===== src/rtl/bpc_pkg.sv =====
package bpc_pkg;

  localparam int HistoryBitsDefault = 8;
  localparam int CfgW               = 8;
  localparam int CountW             = 8;
  localparam int EventW             = 3;
  localparam int ApbAddrW           = 5;
  localparam int ApbDataW           = 32;

  typedef enum logic [EventW-1:0] {
    EvNone     = 3'd0,
    EvDown     = 3'd1,
    EvLong     = 3'd2,
    EvShort    = 3'd3,
    EvReleased = 3'd4,
    EvPressed  = 3'd5
  } event_e;

  typedef enum logic [2:0] {
    RegPressMask      = 3'd0,
    RegPressPattern   = 3'd1,
    RegReleaseMask    = 3'd2,
    RegReleasePattern = 3'd3,
    RegDownValue      = 3'd4,
    RegUpValue        = 3'd5,
    RegLongThreshold  = 3'd6,
    RegCountLimit     = 3'd7
  } reg_idx_e;

  localparam logic [CfgW-1:0] PressMaskRst      = 8'd199;
  localparam logic [CfgW-1:0] PressPatternRst   = 8'd7;
  localparam logic [CfgW-1:0] ReleaseMaskRst    = 8'd199;
  localparam logic [CfgW-1:0] ReleasePatternRst = 8'd192;
  localparam logic [CfgW-1:0] DownValueRst      = 8'd255;
  localparam logic [CfgW-1:0] UpValueRst        = 8'd0;
  localparam logic [CfgW-1:0] LongThresholdRst  = 8'd100;
  localparam logic [CfgW-1:0] CountLimitRst     = 8'd200;

  typedef struct packed {
    logic [CfgW-1:0] press_mask;
    logic [CfgW-1:0] press_pattern;
    logic [CfgW-1:0] release_mask;
    logic [CfgW-1:0] release_pattern;
    logic [CfgW-1:0] down_value;
    logic [CfgW-1:0] up_value;
    logic [CfgW-1:0] long_threshold;
    logic [CfgW-1:0] count_limit;
  } cfg_t;

  typedef struct packed {
    event_e              event_res;
    logic [CountW-1:0]   held_count;
  } result_t;

endpackage


===== src/rtl/bpc_regs.sv =====
module bpc_regs
  import bpc_pkg::*;
(
  input  logic                clk_i,
  input  logic                rst_ni,
  input  logic                psel,
  input  logic                penable,
  input  logic                pwrite,
  input  logic [ApbAddrW-1:0] paddr,
  input  logic [ApbDataW-1:0] pwdata,
  output logic [ApbDataW-1:0] prdata,
  output logic                pready,
  output cfg_t                cfg_o
);

  cfg_t     cfg_q, cfg_d;
  reg_idx_e idx;
  logic     wr_en;
  logic [CfgW-1:0] rd_val;

  assign idx    = reg_idx_e'(paddr[ApbAddrW-1:2]);
  assign wr_en  = psel & penable & pwrite;
  assign pready = 1'b1;

  always_comb begin
    cfg_d = cfg_q;
    if (wr_en) begin
      case (idx)
        RegPressMask:      cfg_d.press_mask      = pwdata[CfgW-1:0];
        RegPressPattern:   cfg_d.press_pattern   = pwdata[CfgW-1:0];
        RegReleaseMask:    cfg_d.release_mask    = pwdata[CfgW-1:0];
        RegReleasePattern: cfg_d.release_pattern = pwdata[CfgW-1:0];
        RegDownValue:      cfg_d.down_value      = pwdata[CfgW-1:0];
        RegUpValue:        cfg_d.up_value        = pwdata[CfgW-1:0];
        RegLongThreshold:  cfg_d.long_threshold  = pwdata[CfgW-1:0];
        RegCountLimit:     cfg_d.count_limit     = pwdata[CfgW-1:0];
        default:           cfg_d = cfg_q;
      endcase
    end
  end

  always_comb begin
    case (idx)
      RegPressMask:      rd_val = cfg_q.press_mask;
      RegPressPattern:   rd_val = cfg_q.press_pattern;
      RegReleaseMask:    rd_val = cfg_q.release_mask;
      RegReleasePattern: rd_val = cfg_q.release_pattern;
      RegDownValue:      rd_val = cfg_q.down_value;
      RegUpValue:        rd_val = cfg_q.up_value;
      RegLongThreshold:  rd_val = cfg_q.long_threshold;
      RegCountLimit:     rd_val = cfg_q.count_limit;
      default:           rd_val = '0;
    endcase
  end

  assign prdata = ApbDataW'(rd_val);
  assign cfg_o  = cfg_q;

  always_ff @(posedge clk_i or negedge rst_ni) begin
    if (!rst_ni) begin
      cfg_q.press_mask      <= PressMaskRst;
      cfg_q.press_pattern   <= PressPatternRst;
      cfg_q.release_mask    <= ReleaseMaskRst;
      cfg_q.release_pattern <= ReleasePatternRst;
      cfg_q.down_value      <= DownValueRst;
      cfg_q.up_value        <= UpValueRst;
      cfg_q.long_threshold  <= LongThresholdRst;
      cfg_q.count_limit     <= CountLimitRst;
    end else begin
      cfg_q <= cfg_d;
    end
  end

endmodule


===== src/rtl/bpc_classify.sv =====
module bpc_classify
  import bpc_pkg::*;
#(
  parameter int HISTORY_BITS = HistoryBitsDefault
) (
  input  logic    clk_i,
  input  logic    rst_ni,
  input  logic    accept_i,
  input  logic    sample_i,
  input  cfg_t    cfg_i,
  output result_t res_o
);

  // config values are cut or zero-extended to the history width
  localparam int ExtW = (HISTORY_BITS > CfgW) ? HISTORY_BITS : CfgW;

  logic [ExtW-1:0]         pm_ext, pp_ext, rm_ext, rp_ext, dv_ext, uv_ext;
  logic [HISTORY_BITS-1:0] pm, pp, rm, rp, dv, uv;
  logic [HISTORY_BITS-1:0] history_q, history_d, hist_shift;
  logic [CountW-1:0]       hold_q, hold_d;
  event_e                  ev;

  assign pm_ext = ExtW'(cfg_i.press_mask);
  assign pp_ext = ExtW'(cfg_i.press_pattern);
  assign rm_ext = ExtW'(cfg_i.release_mask);
  assign rp_ext = ExtW'(cfg_i.release_pattern);
  assign dv_ext = ExtW'(cfg_i.down_value);
  assign uv_ext = ExtW'(cfg_i.up_value);

  assign pm = pm_ext[HISTORY_BITS-1:0];
  assign pp = pp_ext[HISTORY_BITS-1:0];
  assign rm = rm_ext[HISTORY_BITS-1:0];
  assign rp = rp_ext[HISTORY_BITS-1:0];
  assign dv = dv_ext[HISTORY_BITS-1:0];
  assign uv = uv_ext[HISTORY_BITS-1:0];

  assign hist_shift = {history_q[HISTORY_BITS-2:0], sample_i};

  always_comb begin
    history_d = hist_shift;
    hold_d    = hold_q;
    ev        = EvNone;
    if (hist_shift == dv) begin
      if (hold_q < cfg_i.count_limit) begin
        hold_d = hold_q + CountW'(1);
      end
      ev = EvDown;
    end else if (hist_shift == uv && hold_q != '0) begin
      ev     = (hold_q > cfg_i.long_threshold) ? EvLong : EvShort;
      hold_d = '0;
    end else if ((hist_shift & rm) == rp) begin
      history_d = uv;
      ev        = EvReleased;
    end else if ((hist_shift & pm) == pp) begin
      history_d = dv;
      ev        = EvPressed;
    end
  end

  assign res_o.event_res  = ev;
  assign res_o.held_count = hold_d;

  always_ff @(posedge clk_i or negedge rst_ni) begin
    if (!rst_ni) begin
      history_q <= '0;
      hold_q    <= '0;
    end else if (accept_i) begin
      history_q <= history_d;
      hold_q    <= hold_d;
    end
  end

endmodule


===== src/rtl/bpc_out_buf.sv =====
module bpc_out_buf
  import bpc_pkg::*;
(
  input  logic    clk_i,
  input  logic    rst_ni,
  input  logic    accept_i,
  input  result_t res_i,
  output logic    full_o,
  output logic    valid_o,
  input  logic    stall_i,
  output result_t res_o
);

  logic    out_valid_q, out_valid_d;
  logic    skid_valid_q, skid_valid_d;
  result_t out_q, out_d;
  result_t skid_q, skid_d;
  logic    take;

  assign take = out_valid_q & ~stall_i;

  always_comb begin
    out_valid_d  = out_valid_q;
    skid_valid_d = skid_valid_q;
    out_d        = out_q;
    skid_d       = skid_q;
    if (skid_valid_q) begin
      if (take) begin
        out_d        = skid_q;
        skid_valid_d = 1'b0;
      end
    end else if (accept_i) begin
      if (!out_valid_q || take) begin
        out_d       = res_i;
        out_valid_d = 1'b1;
      end else begin
        // output held by receiver, park the item in the skid stage
        skid_d       = res_i;
        skid_valid_d = 1'b1;
      end
    end else if (take) begin
      out_valid_d = 1'b0;
    end
  end

  always_ff @(posedge clk_i or negedge rst_ni) begin
    if (!rst_ni) begin
      out_valid_q  <= 1'b0;
      skid_valid_q <= 1'b0;
    end else begin
      out_valid_q  <= out_valid_d;
      skid_valid_q <= skid_valid_d;
    end
  end

  always_ff @(posedge clk_i) begin
    out_q  <= out_d;
    skid_q <= skid_d;
  end

  assign full_o  = skid_valid_q;
  assign valid_o = out_valid_q;
  assign res_o   = out_q;

endmodule


===== src/rtl/button_press_classifier_core.sv =====
// button press classifier: debounces one raw button level and reports
// down, long press, short press, released and pressed events.
//
// input channel: one sample item per tick on sample_i, taken at a clock
// edge with valid_i high and stall_o low. output channel: one result item
// per input item on event_res_o / held_count_o, taken at an edge with
// valid_o high and stall_i low.
// throughput is one item per cycle unless stalled: shift, pattern compare
// and hold counter update all sit between the history/counter registers
// and the output register. when the receiver stalls, the output register
// holds its item and one more item is caught in a skid stage; stall_o
// rises only once that stage is full, and it comes straight from a flop.
// reset clears history, hold counter and both output stages and loads the
// default patterns into the apb registers (byte address 4 * index, 8 data
// bits each, pready tied high). registers are to be written only while
// idle; the user must see to it, the block does not enforce it.
module button_press_classifier_core
  import bpc_pkg::*;
#(
  parameter int HISTORY_BITS = HistoryBitsDefault
) (
  input  logic                clk_i,
  input  logic                rst_ni,
  input  logic                psel,
  input  logic                penable,
  input  logic                pwrite,
  input  logic [ApbAddrW-1:0] paddr,
  input  logic [ApbDataW-1:0] pwdata,
  output logic [ApbDataW-1:0] prdata,
  output logic                pready,
  input  logic                valid_i,
  output logic                stall_o,
  input  logic                sample_i,
  output logic                valid_o,
  input  logic                stall_i,
  output logic [EventW-1:0]   event_res_o,
  output logic [CountW-1:0]   held_count_o
);

  cfg_t    cfg;
  result_t res_new, res_out;
  logic    accept;
  logic    full;

  assign stall_o = full;
  assign accept  = valid_i & ~full;

  bpc_regs u_regs (
    .clk_i   (clk_i),
    .rst_ni  (rst_ni),
    .psel    (psel),
    .penable (penable),
    .pwrite  (pwrite),
    .paddr   (paddr),
    .pwdata  (pwdata),
    .prdata  (prdata),
    .pready  (pready),
    .cfg_o   (cfg)
  );

  bpc_classify #(
    .HISTORY_BITS (HISTORY_BITS)
  ) u_classify (
    .clk_i    (clk_i),
    .rst_ni   (rst_ni),
    .accept_i (accept),
    .sample_i (sample_i),
    .cfg_i    (cfg),
    .res_o    (res_new)
  );

  bpc_out_buf u_out_buf (
    .clk_i    (clk_i),
    .rst_ni   (rst_ni),
    .accept_i (accept),
    .res_i    (res_new),
    .full_o   (full),
    .valid_o  (valid_o),
    .stall_i  (stall_i),
    .res_o    (res_out)
  );

  assign event_res_o  = EventW'(res_out.event_res);
  assign held_count_o = res_out.held_count;

endmodule


===== config.mk =====
export PLATFORM = sky130hd
export DESIGN_NAME = button_press_classifier_core
export DESIGN_NICKNAME = d
export VERILOG_FILES = /design/src/rtl/bpc_pkg.sv /design/src/rtl/bpc_regs.sv /design/src/rtl/bpc_classify.sv /design/src/rtl/bpc_out_buf.sv /design/src/rtl/button_press_classifier_core.sv
export SDC_FILE = /design/constraint.sdc
export NUM_CORES = 1
export LEC_CHECK = 0
export BUFFER_PORTS_ARGS = -buffer_cell sky130_fd_sc_hd__buf_4
export CORE_ASPECT_RATIO = 1.75
export CORE_UTILIZATION = 62
export CTS_CLUSTER_DIAMETER = 100
export CTS_CLUSTER_SIZE = 14
export DETAILED_ROUTE_END_ITERATION = 8
export PLACE_DENSITY = 0.86
export SLEW_MARGIN = 10
export SYNTH_ARGS = -nofsm -noshare
export SYNTH_HDL_FRONTEND = slang
export SYNTH_SLANG_ARGS = --single-unit

===== constraint.sdc =====
create_clock -name clk_i -period 6.89 [get_ports clk_i]
set_input_delay 1.0335 -clock clk_i [delete_from_list [all_inputs] [get_ports clk_i]]
set_output_delay 1.0335 -clock clk_i [all_outputs]
set_load 0.1 [all_outputs]

=== Word level (Yosys, flattened, before mapping) ===
Index checks and enable logic that the tools add are counted.
Widths: inputs -> output; s select.

* Memories: 0
* Bits in read-only memories: 0
* Output and inout port bits: 46
* Register bits: 103
* Latch bits: 0
* Memory bits (writable): 0

* Bitwise operators: 9
* Magnitude comparators: 2
* Multiply operators: 0
* Shifts and indexed selects: 0
* Reduce and logical (&&, ||, !) cells: 19
* Add/subtract/negate cells: 1
* Divide/modulo/power cells: 0
* Muxes and demuxes: 24
* Equal/unequal tests: 13

{| class="wikitable"
|+ Operators with widths
! cell !! number
|-
| $pmux 8 s8 || 1
|-
| $mux 11 || 4
|-
| $eq 8x8->1 || 4
|-
| $mux 7 || 4
|-
| $mux 8 || 3
|-
| $and 8x8->8 || 2
|-
| $reduce_and 2->1 || 8
|-
| $eq 3x3->1 const B || 4
|-
| $mux 3 || 4
|-
| $reduce_and 3->1 || 3
|-
| $add 8x1->8 const B || 1
|-
| $gt 8x8->1 || 1
|-
| $lt 8x8->1 || 1
|-
| $mux 1 || 8
|-
| $reduce_bool 8->1 || 1
|-
| $eq 3x2->1 const B || 2
|-
| $reduce_bool 2->1 || 3
|-
| $and 1x1->1 || 4
|-
| $eq 3x1->1 const B || 1
|-
| $logic_not 3->1 || 1
|-
| $not 1->1 || 3
|-
| $ne 2x1->1 const B || 1
|-
| $ne 2x2->1 const B || 1
|-
| $logic_and 1x1->1 || 1
|-
| 2 further kinds || 2
|}

=== Depth between registers and ports, before layout ===
* Depth after elaboration: 9
* Gate-level depth with buffers: 10
* Gate-level depth less buffers: 8

=== Modules after synthesis ===
Synthesis repeated with hierarchy kept, for this count alone.

* Cells, all modules: 539
* Area, all modules: 6155.9 µm²

{| class="wikitable"
|+ By module, submodules not included
! module !! sequential area each (µm²) !! instances !! cells an instance !! area an instance (µm²)
|-
| bpc_regs || 1637.8 || 1 || 245 || 3248.1
|-
| bpc_classify || 375.4 || 1 || 246 || 1954.4
|-
| bpc_out_buf || 710.7 || 1 || 47 || 939.7
|-
| button_press_classifier_core || 0.0 || 1 || 1 || 13.8
|}

=== Least setup slack after synthesis ===
No wires, ideal clock.

* Path kind: input to output
* Start: input port paddr[2]
* End: output port prdata[5]
* Cell stages on the path: 5
* Data required time: 5.856 ns
* Setup slack: 2.371 ns
* Arrival: 3.485 ns
* Path through: clkbuf_1 -> clkbuf_1 -> clkbuf_1 -> a31oi_1 -> o22ai_1

* Cells in the longest elaborated chain, start to end: 2
* Elaborated cells between the ends (all ways): 9
* Those cells by class: eq/ne: 7; mux: 1; reduce/logical: 1

{| class="wikitable"
|+ RTL lines
! element !! RTL line !! RTL
|-
| start, declared || button_press_classifier_core.sv:27 || <nowiki>input logic [ApbAddrW-1:0] paddr,</nowiki>
|-
| $eq 3x3->1, or another cell as far along || bpc_regs.sv:43 || <nowiki>case (idx)</nowiki>
|-
| $pmux 8 s8 * || bpc_regs.sv:43 ||
|-
| end, declared || button_press_classifier_core.sv:29 || <nowiki>output logic [ApbDataW-1:0] prdata,</nowiki>
|}

Every way passes the cells marked *; elsewhere a longest branch is shown, timed or not.

=== Worst setup path after layout ===
* Start: input port paddr[4]
* End: output port prdata[3]

Same word-level chain as after synthesis.

==> impl_metrics.yaml <==
worst_setup_path:
  worst_r2r_path_depth: 7
  reg2reg_from: "u_classify.hold_q[5]"
  critPathLaunch: "paddr[4]"
  crit_arrival_ns: 2.89
  critPathRequiredTime_ns: 5.86
  worstSetupPathType: "in -> out"
  end_kind: "primary output"
  crit_end: "prdata[3]"
  crit_fanout: 29
  cp-start-kind: "primary input"
  r2r-end: "u_out_buf.res_o[6]"
  reg2reg_slack_ns: 3.88
die:
  num_rows: 47
  core-area_um2: 9410
  initial_core_util_pct: 63.7
  ios: 91
  die_x_um: 76.3
  dieHeight_um: 132
  dieArea_um2: 10100
timing:
  rsz0062_at_grt: "no"
  setup_viol_count_final: 0
  period_needed_ns: 3.92
  fmax_ghz: 0.255
  max_slew_margin_pct: 20.2
  timing.final.crit_share_pct: 56.9
  drv_slew: 0
  finalSetupTns_ns: 0
  hold_viol: 0
  whs_ns: 0.533
  clock_skew_ns: 0.00499
  setup_slack_ns: 2.97
  worst_pin_slew_ns: 1.19
worst_hold_path:
  worstHoldPathCells: 2
  hold_class: "reg -> reg"
final_layout:
  finalNetCount: 672
  n_antenna_cell: 0
  final_util_pct: 69.4
  drive_gt1_share_pct: 24.4
  syn2layout_area_growth_pct: 8.93
global_route:
  overflow: 0
  antenna_found_initial: 0
  grt_max_degree: 82
  grt_first_pass_wirelength_um: 24600
  grt_use_total_pct: 32.0
  grt_pass1_vias: 4976
routing:
  drt_iter0_markers: 410
  drc: 0
  postRouteAntennaNets: 0
  vias: 4872
  wl_per_cell_um: 21.2
  wl_um: 15600
  dr.pass1.iters: 7
  via_per_inst: 6.61
power:
  combinationalPowerShare_pct: 38.4
  seq_power_share_pct: 40.5
  sw_frac_of_total_pct: 43.5
  clkPwrFrac_pct: 21.2
  p_sw_mw: 1.06
  ir_drop_mv: 0.234
  powerDensity_nw_per_um2: 372
  p_int_mw: 1.37
  leakage_nw: 2.88
yosys:
  synth-main-ff-cell: "dfrtp_1"
  synth_area_leaders: "dfrtp_1, dfstp_2, edfxtp_1"
  syn-cell-area_um2: 6000
  synth-edff-count: 22
  ys_top_cells_by_count: "dfrtp_1, mux2_2, nand2_1, nor2_1, o21ai_0"
  netlist.area_leader.share_pct: 21.7
  syn_inst: 589
  async_reset_ff_share_pct: 78.6
  synth_cell_types: 55
  ys_seq_area_share_pct: 45.4
  ys_ff_latch: 103
  synth_top_cell_by_area: "dfrtp_1"
  synth_warnings: 0
  syn_area_per_cell_um2: 10.2
clock_tree:
  h-tree-depth: 3
  cts_tree: "done"
  post_cts_buffers: 0
  numCtsBuffers: 9
  cts_hold_buf: 0
  clock_latency_ns: 0.35
  cts-root-buf: "clkbuf_16"
  cts.sinks: 103
  clk_path_buf_depth: 2
  clkTransAtPathRegs_ns: 0.07
  cts_resized: 0
placed_design:
  gp_congestion: 0.942
  port_buffers: 39
  post-dp-hpwl_um: 11000
  post-place-ws_ns: 3.09
run:
  max_cap_viol_count: 0
run_status:
  outcome: "complete, no violations"
==> worst min-delay path by stage <==
stage                        start                 end
6_report       u_out_buf.skid_q[9]  u_out_buf.res_o[9]
5_1_grt           u_regs.cfg_o[14]    u_regs.cfg_o[14]
4_1_cts        u_out_buf.skid_q[9]  u_out_buf.res_o[9]
3_5_place_dp   u_out_buf.skid_q[9]  u_out_buf.res_o[9]
3_3_place_gp   u_out_buf.skid_q[9]  u_out_buf.res_o[9]
2_1_floorplan     u_regs.cfg_o[10]    u_regs.cfg_o[10]
==> critical path, stage by stage <==
cell	delay [ns]
buf_4	0.31
inv_1	0.24
nor2_1	0.44
a22oi_1	0.19
nor2_1	0.17
o32a_1	0.19
buf_4	0.29
==> layout make-up <==
cell class,count,area [µm²]
inverters,29,109
flip-flops and latches,103,2720
repair buffers,43,323
clock inverters,6,57.6
clock buffers,10,239
well taps,122,153
multi-input cells,424,2930
fillers,700,2880
==> power groups by stage <==
stage,sequential (mW),combinational (mW),clock (mW)
floorplan,1.11,0.583,0
detailed placement,0.985,0.916,0
finish,0.985,0.932,0.514
global placement,0.973,0.889,0
global route,0.999,0.988,0.539
CTS,0.976,0.923,0.519
==> flip-flops by register name, indices dropped and copies added (netlist names) <==
name / cells
u_out_buf.skid_q: 11
u_out_buf.full_o: 1
u_out_buf.valid_o: 1
u_classify.hold_q: 8
u_regs.cfg_o: 64
u_out_buf.res_o: 11
u_classify.history_q: 7
==> metrics by stage <==
stage	instances	instance area, µm²	power [mW]
4_1_cts	737	6530	2.42
3_5_place_dp	721	6230	1.90
5_1_grt	737	6530	2.53
6_report	737	6530	2.43
2_1_floorplan	612	6080	1.69
3_3_place_gp	721	6230	1.86
==> placed cells by master, fill, tap and decap left out, types with 3 or more instances in the layout <==
cell,count
ha_1,17
nand2_1,42
clkbuf_16,9
a221oi_1,9
buf_4,43
xnor2_1,5
nor3_1,3
dfrtp_1,52
edfxtp_1,22
o211ai_1,5
nand4_1,6
nor2b_1,6
or2_2,3
a31oi_1,11
and3b_1,4
and3_1,10
nand3_1,23
o22a_1,3
nand2b_1,4
a22o_1,4
or3_1,4
nor4_1,5
inv_1,29
a211oi_1,6
xnor2_2,3
nor2_1,39
o22ai_1,12
a22oi_1,8
mux2i_1,13
conb_1,25
dfstp_2,29
o21ai_0,33
a21o_1,9
a21boi_0,4
xor2_1,8
mux2_2,52
clkinv_2,3
a21oi_1,29
==> cell families (layout without fill, tap and decap cells) <==
logic type | count (synthesis) | after routing | synth area share, %
DFF | 103 | 103 | 45.4
xor gates and xnor gates | 16 | 16 | 2.71
AOI/OAI and AO/OA | 146 | 146 | 16.2
and+or+nand+nor | 154 | 154 | 12.5
adders and majority gates | 17 | 17 | 3.55
other | 2 | 25 | 0.125
buffers and inverters | 85 | 88 | 7.20
muxes | 66 | 66 | 12.3
==> per-layer routing <==
| metal | global-route usage [%] | routed length (µm) | up-vias |
|---|---|---|---|
| met1 | 32.4 | 5220 | 2317 |
| met4 | 29.9 | 1420 | 0 |
| met2 | 53.9 | 7880 | 314 |
| li1 | - | - | 2130 |
| met5 | 0 | 0 | - |
| met3 | 6.92 | 1080 | 111 |
(Power assumes the default switching activity.)
